`src/qcv_pkg.sv`:
```
// qcv_pkg: shared widths, codes, sequencer states and saturation helper
// for the quadrature counter with velocity. No dependencies.
package qcv_pkg;

  localparam int COUNT_WIDTH = 32;
  localparam int RPC_W       = 32;
  localparam int TIME_W      = 32;
  localparam int OUT_W       = 32;

  // count magnitude times rad_per_count
  localparam int PROD_W   = COUNT_WIDTH + RPC_W;
  // product times 1000 plus the rounding term
  localparam int VNUM_W   = PROD_W + 10;
  localparam int VSH_W    = VNUM_W - 12;
  localparam int VHI_W    = VSH_W - 32;
  localparam int HI_CMP_W = (VHI_W > 32) ? VHI_W : 32;
  localparam int PSH_W    = PROD_W + 1 - 12;

  localparam int DIV_STEPS = 32;
  localparam int DIV_CNT_W = $clog2(DIV_STEPS);

  localparam logic [RPC_W-1:0]  RPC_RESET = 32'd1647099;
  localparam logic [PROD_W:0]   POS_ROUND = (PROD_W + 1)'(2048);
  localparam logic [OUT_W-1:0]  POS_LIMIT = 32'h7FFF_FFFF;
  localparam logic [OUT_W-1:0]  NEG_LIMIT = 32'h8000_0000;

  localparam logic [1:0] MODE_A   = 2'd0;
  localparam logic [1:0] MODE_B   = 2'd1;
  localparam logic [1:0] MODE_VEL = 2'd2;

  typedef enum logic [3:0] {
    ST_IDLE,
    ST_VPREP,
    ST_VMUL,
    ST_VSCALE,
    ST_VDIVS,
    ST_VDIVW,
    ST_PPREP,
    ST_PMUL,
    ST_PRND,
    ST_FIN
  } state_t;

  typedef struct packed {
    logic done;
    logic ovf;
  } div_stat_t;

  // clamp a magnitude to the signed range and apply the sign
  function automatic logic [OUT_W-1:0] sat_apply(input logic ovf,
                                                 input logic [OUT_W-1:0] q,
                                                 input logic neg);
    logic [OUT_W-1:0] lim;
    logic [OUT_W-1:0] qs;
    lim = neg ? NEG_LIMIT : POS_LIMIT;
    qs  = (ovf || (q > lim)) ? lim : q;
    return neg ? (~qs + 1'b1) : qs;
  endfunction

endpackage

```
`src/qcv_mul.sv`:
```
// qcv_mul: registered unsigned multiplier shared by the position and
// velocity paths. Depends on qcv_pkg.
module qcv_mul (
  input  logic                           clk,
  input  logic [qcv_pkg::COUNT_WIDTH-1:0] a,
  input  logic [qcv_pkg::RPC_W-1:0]       b,
  output logic [qcv_pkg::PROD_W-1:0]      p
);

  always_ff @(posedge clk) begin
    p <= qcv_pkg::PROD_W'(a) * qcv_pkg::PROD_W'(b);
  end

endmodule

```
`src/qcv_div.sv`:
```
// qcv_div: restoring divider, one quotient bit per cycle, with an early
// overflow flag when the quotient would not fit 32 bits. Depends on qcv_pkg.
module qcv_div (
  input  logic                       clk,
  input  logic                       rst,
  input  logic                       start,
  input  logic [qcv_pkg::VHI_W-1:0]  num_hi,
  input  logic [31:0]                num_lo,
  input  logic [31:0]                divisor,
  output logic [31:0]                quotient,
  output qcv_pkg::div_stat_t         stat
);

  logic                              busy;
  logic                              done;
  logic                              ovf;
  logic [qcv_pkg::DIV_CNT_W-1:0]     cnt;
  logic [31:0]                       rem;
  logic [31:0]                       num;
  logic [32:0]                       trial;
  logic [32:0]                       diff;
  logic                              fits;
  logic [qcv_pkg::HI_CMP_W-1:0]      hi_ext;
  logic                              start_ovf;

  assign hi_ext    = qcv_pkg::HI_CMP_W'(num_hi);
  assign start_ovf = hi_ext >= qcv_pkg::HI_CMP_W'(divisor);
  assign stat      = {done, ovf};

  always_comb begin
    trial = {rem, num[31]};
    diff  = trial - {1'b0, divisor};
    fits  = trial >= {1'b0, divisor};
  end

  always_ff @(posedge clk) begin
    if (rst) begin
      busy <= 1'b0;
      done <= 1'b0;
    end else begin
      done <= 1'b0;
      if (start) begin
        busy <= !start_ovf;
        done <= start_ovf;
      end else if (busy && (cnt == '0)) begin
        busy <= 1'b0;
        done <= 1'b1;
      end
    end
  end

  always_ff @(posedge clk) begin
    if (start) begin
      ovf      <= start_ovf;
      rem      <= hi_ext[31:0];
      num      <= num_lo;
      quotient <= '0;
      cnt      <= qcv_pkg::DIV_CNT_W'(qcv_pkg::DIV_STEPS - 1);
    end else if (busy) begin
      num      <= {num[30:0], 1'b0};
      rem      <= fits ? diff[31:0] : trial[31:0];
      quotient <= {quotient[30:0], fits};
      cnt      <= cnt - 1'b1;
    end
  end

endmodule

```
`src/quadrature_counter_with_velocity_unit.sv`:
```
// quadrature_counter_with_velocity_unit: x4 edge counter with angle and speed
// in fixed point. Depends on qcv_pkg, qcv_mul and qcv_div.
//
//   channel  dir  payload                                           done when
//   cfg      in   cfg_wr_data = rad_per_count (Q4.28)               cfg_wr_en
//   s_*      in   tuser = mode; tdata = level_a, level_b, now_ms    tvalid & tready
//   m_*      out  tdata = count, position, velocity, velocity_valid tvalid & tready
//
// An edge item goes from transfer to result through count update, operand
// prep, one pass through the shared multiplier, rounding and output load.
// A velocity sample adds a multiply, a scale by 1000 and a wait on the
// bit-serial divider (32 steps plus its done flag) ahead of the position pass.
// A sample with zero elapsed time skips the multiply, scale and divide.
// s_tready is high only while the sequencer is idle; one item at a time.
// The result sits in an output register, so a stalled m_tready holds only the
// next result, not the next transfer in.
// rst is synchronous: counts, times and velocity clear, rad_per_count returns
// to its reset value, and no result is pending.
module quadrature_counter_with_velocity_unit (
  input  logic         clk,
  input  logic         rst,
  input  logic         cfg_wr_en,
  input  logic [31:0]  cfg_wr_data,
  input  logic         s_tvalid,
  output logic         s_tready,
  input  logic [39:0]  s_tdata,   // level_a[0], level_b[1], now_ms[33:2], zero pad
  input  logic [1:0]   s_tuser,   // mode[1:0]
  output logic         m_tvalid,
  input  logic         m_tready,
  output logic [103:0] m_tdata    // count[31:0], position[63:32], velocity[95:64],
                                  // velocity_valid[96], zero pad
);

  localparam int CW = qcv_pkg::COUNT_WIDTH;

  qcv_pkg::state_t state, state_next;

  logic [qcv_pkg::RPC_W-1:0]  rad_per_count;
  logic [CW-1:0]              edge_count;
  logic [CW-1:0]              last_sample_count;
  logic [qcv_pkg::TIME_W-1:0] last_sample_time;
  logic [qcv_pkg::OUT_W-1:0]  last_velocity;
  logic                       last_valid;

  logic [qcv_pkg::TIME_W-1:0] now_ms;
  logic [qcv_pkg::TIME_W-1:0] dt;
  logic [CW-1:0]              op_mag;
  logic                       op_neg;
  logic [qcv_pkg::VSH_W-1:0]  vsh;
  logic [qcv_pkg::OUT_W-1:0]  position;

  logic                       accept;
  logic                       step_up;
  logic                       out_free;
  logic [CW-1:0]              delta;
  logic [CW-1:0]              src;
  logic                       src_neg;
  logic [CW-1:0]              src_mag;
  logic [qcv_pkg::TIME_W-1:0] dt_new;
  logic [qcv_pkg::PROD_W-1:0] prod;
  logic [qcv_pkg::VNUM_W-1:0] pe;
  logic [qcv_pkg::VNUM_W-1:0] vnum;
  logic [qcv_pkg::PROD_W:0]   psum;
  logic [qcv_pkg::PSH_W-1:0]  psh;
  logic                       povf;
  logic signed [63:0]         count_sx;

  logic                       div_start;
  logic [31:0]                div_quo;
  qcv_pkg::div_stat_t         div_stat;

  assign s_tready = (state == qcv_pkg::ST_IDLE);
  assign accept   = s_tvalid && s_tready;
  assign out_free = !m_tvalid || m_tready;

  // direction of one x4 step
  assign step_up = (s_tuser == qcv_pkg::MODE_A) ? (s_tdata[0] != s_tdata[1])
                                                 : (s_tdata[0] == s_tdata[1]);

  // operand for the shared multiplier: delta during the velocity prep, else count
  assign delta   = edge_count - last_sample_count;
  assign src     = (state == qcv_pkg::ST_VPREP) ? delta : edge_count;
  assign src_neg = src[CW-1];
  assign src_mag = src_neg ? (~src + 1'b1) : src;
  assign dt_new  = now_ms - last_sample_time;

  qcv_mul u_mul (
    .clk (clk),
    .a   (op_mag),
    .b   (rad_per_count),
    .p   (prod)
  );

  // times 1000 as 1024 - 16 - 8, plus half the divisor, then drop the 2^12 scale
  assign pe   = qcv_pkg::VNUM_W'(prod);
  assign vnum = (pe << 10) - (pe << 4) - (pe << 3) + (qcv_pkg::VNUM_W'(dt) << 11);

  // position rounding: add half an LSB of Q15.16 and drop 12 bits
  assign psum = (qcv_pkg::PROD_W + 1)'(prod) + qcv_pkg::POS_ROUND;
  assign psh  = psum[qcv_pkg::PROD_W:12];
  assign povf = |psh[qcv_pkg::PSH_W-1:32];

  assign div_start = (state == qcv_pkg::ST_VDIVS);

  qcv_div u_div (
    .clk      (clk),
    .rst      (rst),
    .start    (div_start),
    .num_hi   (vsh[qcv_pkg::VSH_W-1:32]),
    .num_lo   (vsh[31:0]),
    .divisor  (dt),
    .quotient (div_quo),
    .stat     (div_stat)
  );

  assign count_sx = 64'(signed'(edge_count));

  // sequencer
  always_ff @(posedge clk) begin
    if (rst) begin
      state <= qcv_pkg::ST_IDLE;
    end else begin
      state <= state_next;
    end
  end

  always_comb begin
    state_next = state;
    unique case (state)
      qcv_pkg::ST_IDLE: begin
        if (accept) begin
          state_next = (s_tuser == qcv_pkg::MODE_VEL) ? qcv_pkg::ST_VPREP
                                                       : qcv_pkg::ST_PPREP;
        end
      end
      qcv_pkg::ST_VPREP: begin
        state_next = (dt_new == '0) ? qcv_pkg::ST_PPREP : qcv_pkg::ST_VMUL;
      end
      qcv_pkg::ST_VMUL:   state_next = qcv_pkg::ST_VSCALE;
      qcv_pkg::ST_VSCALE: state_next = qcv_pkg::ST_VDIVS;
      qcv_pkg::ST_VDIVS:  state_next = qcv_pkg::ST_VDIVW;
      qcv_pkg::ST_VDIVW: begin
        if (div_stat.done) begin
          state_next = qcv_pkg::ST_PPREP;
        end
      end
      qcv_pkg::ST_PPREP:  state_next = qcv_pkg::ST_PMUL;
      qcv_pkg::ST_PMUL:   state_next = qcv_pkg::ST_PRND;
      qcv_pkg::ST_PRND:   state_next = qcv_pkg::ST_FIN;
      qcv_pkg::ST_FIN: begin
        if (out_free) begin
          state_next = qcv_pkg::ST_IDLE;
        end
      end
      default: state_next = qcv_pkg::ST_IDLE;
    endcase
  end

  // architectural state
  always_ff @(posedge clk) begin
    if (rst) begin
      rad_per_count     <= qcv_pkg::RPC_RESET;
      edge_count        <= '0;
      last_sample_count <= '0;
      last_sample_time  <= '0;
      last_velocity     <= '0;
      last_valid        <= 1'b0;
    end else begin
      if (cfg_wr_en) begin
        rad_per_count <= cfg_wr_data;
      end
      // advance or step back on an edge; velocity samples and the unused mode leave it
      if (accept) begin
        case (s_tuser)
          qcv_pkg::MODE_A, qcv_pkg::MODE_B: begin
            edge_count <= step_up ? (edge_count + 1'b1) : (edge_count - 1'b1);
          end
          default: ;
        endcase
      end
      // a sample always stores its time and count; delta is captured already
      if (state == qcv_pkg::ST_VPREP) begin
        last_sample_time  <= now_ms;
        last_sample_count <= edge_count;
        if (dt_new == '0) begin
          last_velocity <= '0;
          last_valid    <= 1'b0;
        end
      end
      if ((state == qcv_pkg::ST_VDIVW) && div_stat.done) begin
        last_velocity <= qcv_pkg::sat_apply(div_stat.ovf, div_quo, op_neg);
        last_valid    <= 1'b1;
      end
    end
  end

  // datapath holding registers
  always_ff @(posedge clk) begin
    if (accept) begin
      now_ms <= s_tdata[33:2];
    end
    if ((state == qcv_pkg::ST_VPREP) || (state == qcv_pkg::ST_PPREP)) begin
      op_mag <= src_mag;
      op_neg <= src_neg;
    end
    if (state == qcv_pkg::ST_VPREP) begin
      dt <= dt_new;
    end
    if (state == qcv_pkg::ST_VSCALE) begin
      vsh <= vnum[qcv_pkg::VNUM_W-1:12];
    end
    if (state == qcv_pkg::ST_PRND) begin
      position <= qcv_pkg::sat_apply(povf, psh[31:0], op_neg);
    end
  end

  // output register
  always_ff @(posedge clk) begin
    if (rst) begin
      m_tvalid <= 1'b0;
    end else if ((state == qcv_pkg::ST_FIN) && out_free) begin
      m_tvalid <= 1'b1;
    end else if (m_tready) begin
      m_tvalid <= 1'b0;
    end
  end

  always_ff @(posedge clk) begin
    if ((state == qcv_pkg::ST_FIN) && out_free) begin
      m_tdata <= {7'b0, last_valid, last_velocity, position, count_sx[31:0]};
    end
  end

  // one item in flight: no second transfer right behind the first
  a_one_in_flight: assert property (@(posedge clk) disable iff (rst)
    accept |=> !s_tready)
    else $error("second input transfer taken while an item is in work");

  // an edge moves the count by exactly one
  a_edge_step: assert property (@(posedge clk) disable iff (rst)
    (accept && ((s_tuser == qcv_pkg::MODE_A) || (s_tuser == qcv_pkg::MODE_B)))
    |=> ((edge_count == $past(edge_count) + 1'b1) ||
         (edge_count == $past(edge_count) - 1'b1)))
    else $error("edge item did not move the count by one");

  // the divider reports only while the sequencer waits on it
  a_div_done: assert property (@(posedge clk) disable iff (rst)
    div_stat.done |-> (state == qcv_pkg::ST_VDIVW))
    else $error("divider finished outside its wait state");

  // a finished item always leaves a result on the output
  a_result_out: assert property (@(posedge clk) disable iff (rst)
    ((state == qcv_pkg::ST_FIN) && out_free) |=> (m_tvalid && s_tready))
    else $error("finished item did not reach the output register");

endmodule
```
`config.mk`:
```
export PLATFORM = sky130hd
export DESIGN_NAME = quadrature_counter_with_velocity_unit
export DESIGN_NICKNAME = d
export VERILOG_FILES = /design/src/qcv_pkg.sv /design/src/qcv_mul.sv /design/src/qcv_div.sv /design/src/quadrature_counter_with_velocity_unit.sv
export SDC_FILE = /design/constraint.sdc
export NUM_CORES = 2
export LEC_CHECK = 0
export ABC_AREA = 1
export BUFFER_PORTS_ARGS = -buffer_cell sky130_fd_sc_hd__buf_4
export CORE_ASPECT_RATIO = 1.2
export CORE_MARGIN = 2
export CORE_UTILIZATION = 48
export DETAILED_ROUTE_END_ITERATION = 6
export GPL_ROUTABILITY_DRIVEN = 0
export PLACE_DENSITY = 0.66
export SLEW_MARGIN = 30
export SYNTH_ARGS = -nofsm -noshare
export SYNTH_HDL_FRONTEND = slang
export SYNTH_SLANG_ARGS = --single-unit
```
`constraint.sdc`:
```
create_clock -name clk -period 6.5 [get_ports clk]
set_input_delay 1.3 -clock clk [delete_from_list [all_inputs] [get_ports clk]]
set_output_delay 1.3 -clock clk [all_outputs]
set_load 0.02 [all_outputs]
```
==> qor.yml <==
outcome:
  status: "complete, but fails checks"
  violated_checks: "setup timing"
critical_path:
  critical_path_peak_fanout: 6
  critPathKind: "reg2reg"
  worstSetupEndpointType: "flip-flop"
  r2r-end: "u_mul.p[41]"
  launch_point_of_the_worst_path: "op_mag[11]"
  critPathBufInv: 8
  reg2reg_slack_ns: -0.70
  timing.rr.start: "op_mag[11]"
  critical_path.max_stage_delay_ns: 0.57
  crit_path_launch_type: "flip-flop"
  cp_max_delay_cell: "fa_2"
  cp_data_arrival_time_ns: 7.78
  r2r.worst_path.cells: 30
  cpLargestDelayFamily: "adder cells"
  timing.critical_path.mode_cell: "fa_1"
  required_ns: 7.09
grt:
  grt_pass1_vias: 66444
  largest_net_degree_at_the_start_of_global_routing: 125
  grt_pass1_wl_um: 356000
  grt_usage_pct: 27.5
  grt_antenna_before_repair: 2
  grt-ovfl-total: 0
synth:
  synth-main-ff-cell: "edfxtp_1"
  syn-instance-count: 9820
  synth-edff-count: 351
  synth-async-reset-ratio_pct: 0
  syn_avg_cell_area_um2: 7.84
  post_synth_instance_area_um2: 76900
  synth.top_cells.by_count: "inv_1 (2275), nand2_1 (2267), fa_1 (989), ha_1 (652), nor2_1 (616)"
  seq_area_frac_synth_pct: 20.7
  post-synth-top-area-fraction_pct: 25.7
  yosys_warnings: 0
  library_cell_with_the_highest_instance_count_after_synthesis: "inv_1"
  synth_seq_cells: 622
  synth_top_cells_by_area: "fa_1 (26%), edfxtp_1 (14%), inv_1 (11%)"
  netlist.top_cell.by_area: "fa_1"
  synthDistinctLibCells: 59
timing:
  setup-violations-final: 43
  minimum_setup_slack_in_the_final_design_ns: -0.698
  max_slew_margin_pct: 35.7
  grt_setup_unrepaired: "yes"
  achievable-frequency_mhz: 139
  finalHoldWorstSlack_ns: 0.414
  report.final.slew_viol_count: 0
  shortest_clock_period_the_worst_path_allows_after_layout_ns: 7.20
  post_route_clock_skew_ns: 0.0526
  worst_slew_pin_slew_ns: 0.959
  final.period_utilization_pct: 111
  final_hold_violation_count: 0
finish:
  largest_reg_flops: 97
  largest_register: "m_tdata"
  area_growth_pct: 17.1
  design.final.nets: 12059
  largestRegisters: "m_tdata (97), u_mul.p (64), vsh (62)"
  drive_gt1_share_pct: 13.0
clock_tree:
  cts_sinks: 622
  clock_tree.htree_level_count: 3
  clock_insertion_delay_worst_skew_ns: 0.72
  holdBufCountCts: 0
  cts-buffers-inserted: 71
  clock_tree.buffer_depth: 3
  cts_tree: "yes"
  worst_setup_hold_path_clk_slew_ns: 0.07
  cell_at_the_root_of_the_clock_tree: "clkbuf_16"
hold_path:
  hold_path.startpoint: "position[1]"
  worst_hold_path_type: "reg2reg"
  cell_count_of_the_worst_hold_path: 0
  worstHoldEndpoint: "m_tdata[33]"
routing:
  vias_per_instance: 5.29
  vias: 66124
  post_drt_wl_per_cell_um: 18.3
  drt_wl_total_um: 229000
  drt_iter0_markers: 5200
  drtPass1Iterations: 6
  number_of_remaining_drc_errors: 0
  drt.antenna.violating_nets: 0
die:
  chipHeight_um: 443
  placement_rows: 160
  boundaryPins: 185
  fp.dieArea_um2: 164000
  core-area_um2: 159000
  die_width_um: 369
  starting_density_of_the_core_pct: 48.5
placed_design:
  place_hpwl_um: 182000
  numPortBuffers: 171
  placement.setup.worst_slack_ns: -0.729
job:
  maxCapViolations: 0
[per-stage QoR]
step / util, % / TNS [ns] / area [um^2] / std cells
global placement: 53.2 / -17.52 / 84500 / 12273
detailed placement: 53.2 / -19.61 / 84500 / 12274
global route: 56.8 / -26.77 / 90100 / 12504
floorplan: - / 0 / 77200 / 9826
CTS: 56.0 / -12.18 / 88800 / 12463
finish: 56.8 / -18.15 / 90100 / 12504
[per-layer routing]
layer / up-vias / share of wire (%) / track usage, %
met5: - / 0.0087 / 0
met4: 2 / 7.1 / 15.7
met3: 751 / 6.5 / 3.51
met2: 2549 / 48 / 47.0
met1: 31745 / 38 / 33.3
li1: 31077 / - / -
[layout by cell type, fill, tap and decap left out, drive strengths merged, types with 18 or more instances in the layout]
cell type  netlist  final
a22oi           32     32
o21ai          400    400
a21o            18     18
o21a            43     43
nand3b          19     19
nand2         2274   2274
nand3          384    384
dfxtp          271    271
o21bai          24     24
a21oi          494    494
nand4           61     61
edfxtp         351    351
xor2           195    195
ha             652    652
nor2           630    630
a31oi           72     72
o211ai          34     34
xnor2           76     76
clkbuf         303     95
clkinv           3     22
buf             49    786
inv           2279   2290
nor3            65     65
fa             989    989
[cells by family after synthesis]
logic type / share of synthesized area [%]
AND/OR/NAND/NOR: 18.3
buffers and inverters: 12.9
adder cells (fa/ha/maj): 36.3
AO/OA/AOI/OAI: 8.50
flip-flops: 20.7
XOR/XNOR: 3.08
multiplexers: 0.0520
other: 0.00487
[what timing repair did]
action / 4_1_cts / 5_1_grt
pin swaps: 98 / 111
gates cloned: 5 / 4
gates resized for setup: 318 / 232
setup endpoints to repair: 42 / 45
setup buffers: 54 / 39
[how the worst max path moves through the flow]
stage	depth (start not counted)	endpoint	slack (ns)
6_report	30	u_mul.p[41]	-0.70
5_1_grt	29	u_mul.p[46]	-0.87
4_1_cts	29	u_mul.p[56]	-0.48
3_5_place_dp	29	u_mul.p[56]	-0.73
3_3_place_gp	29	u_mul.p[56]	-0.66
2_1_floorplan	27	u_mul.p[61]	0.003
[layout make-up]
cell class / count / area, um^2
fillers: 14159 / 68600
multi-input cells: 6570 / 53100
flip-flops and latches: 622 / 16000
inverters: 2282 / 8580
repair buffers: 792 / 7390
well taps: 2106 / 2640
clock buffers: 91 / 1970
clock inverters: 40 / 473
diodes: 1 / 2.50
[worst register-to-register path: cells and delay by family (launching register included)]
family / cells / cell delay, ns
fa+ha+maj: 9 / 4.07
compound gates: 4 / 0.56
simple gates: 8 / 0.86
buf+inv: 8 / 0.97
flops: 1 / 0.40
xor+xnor: 1 / 0.19
Power is left out: the tool's default activity adds up to more than one toggle a clock period on the data nets, which glitch-free logic cannot reach.
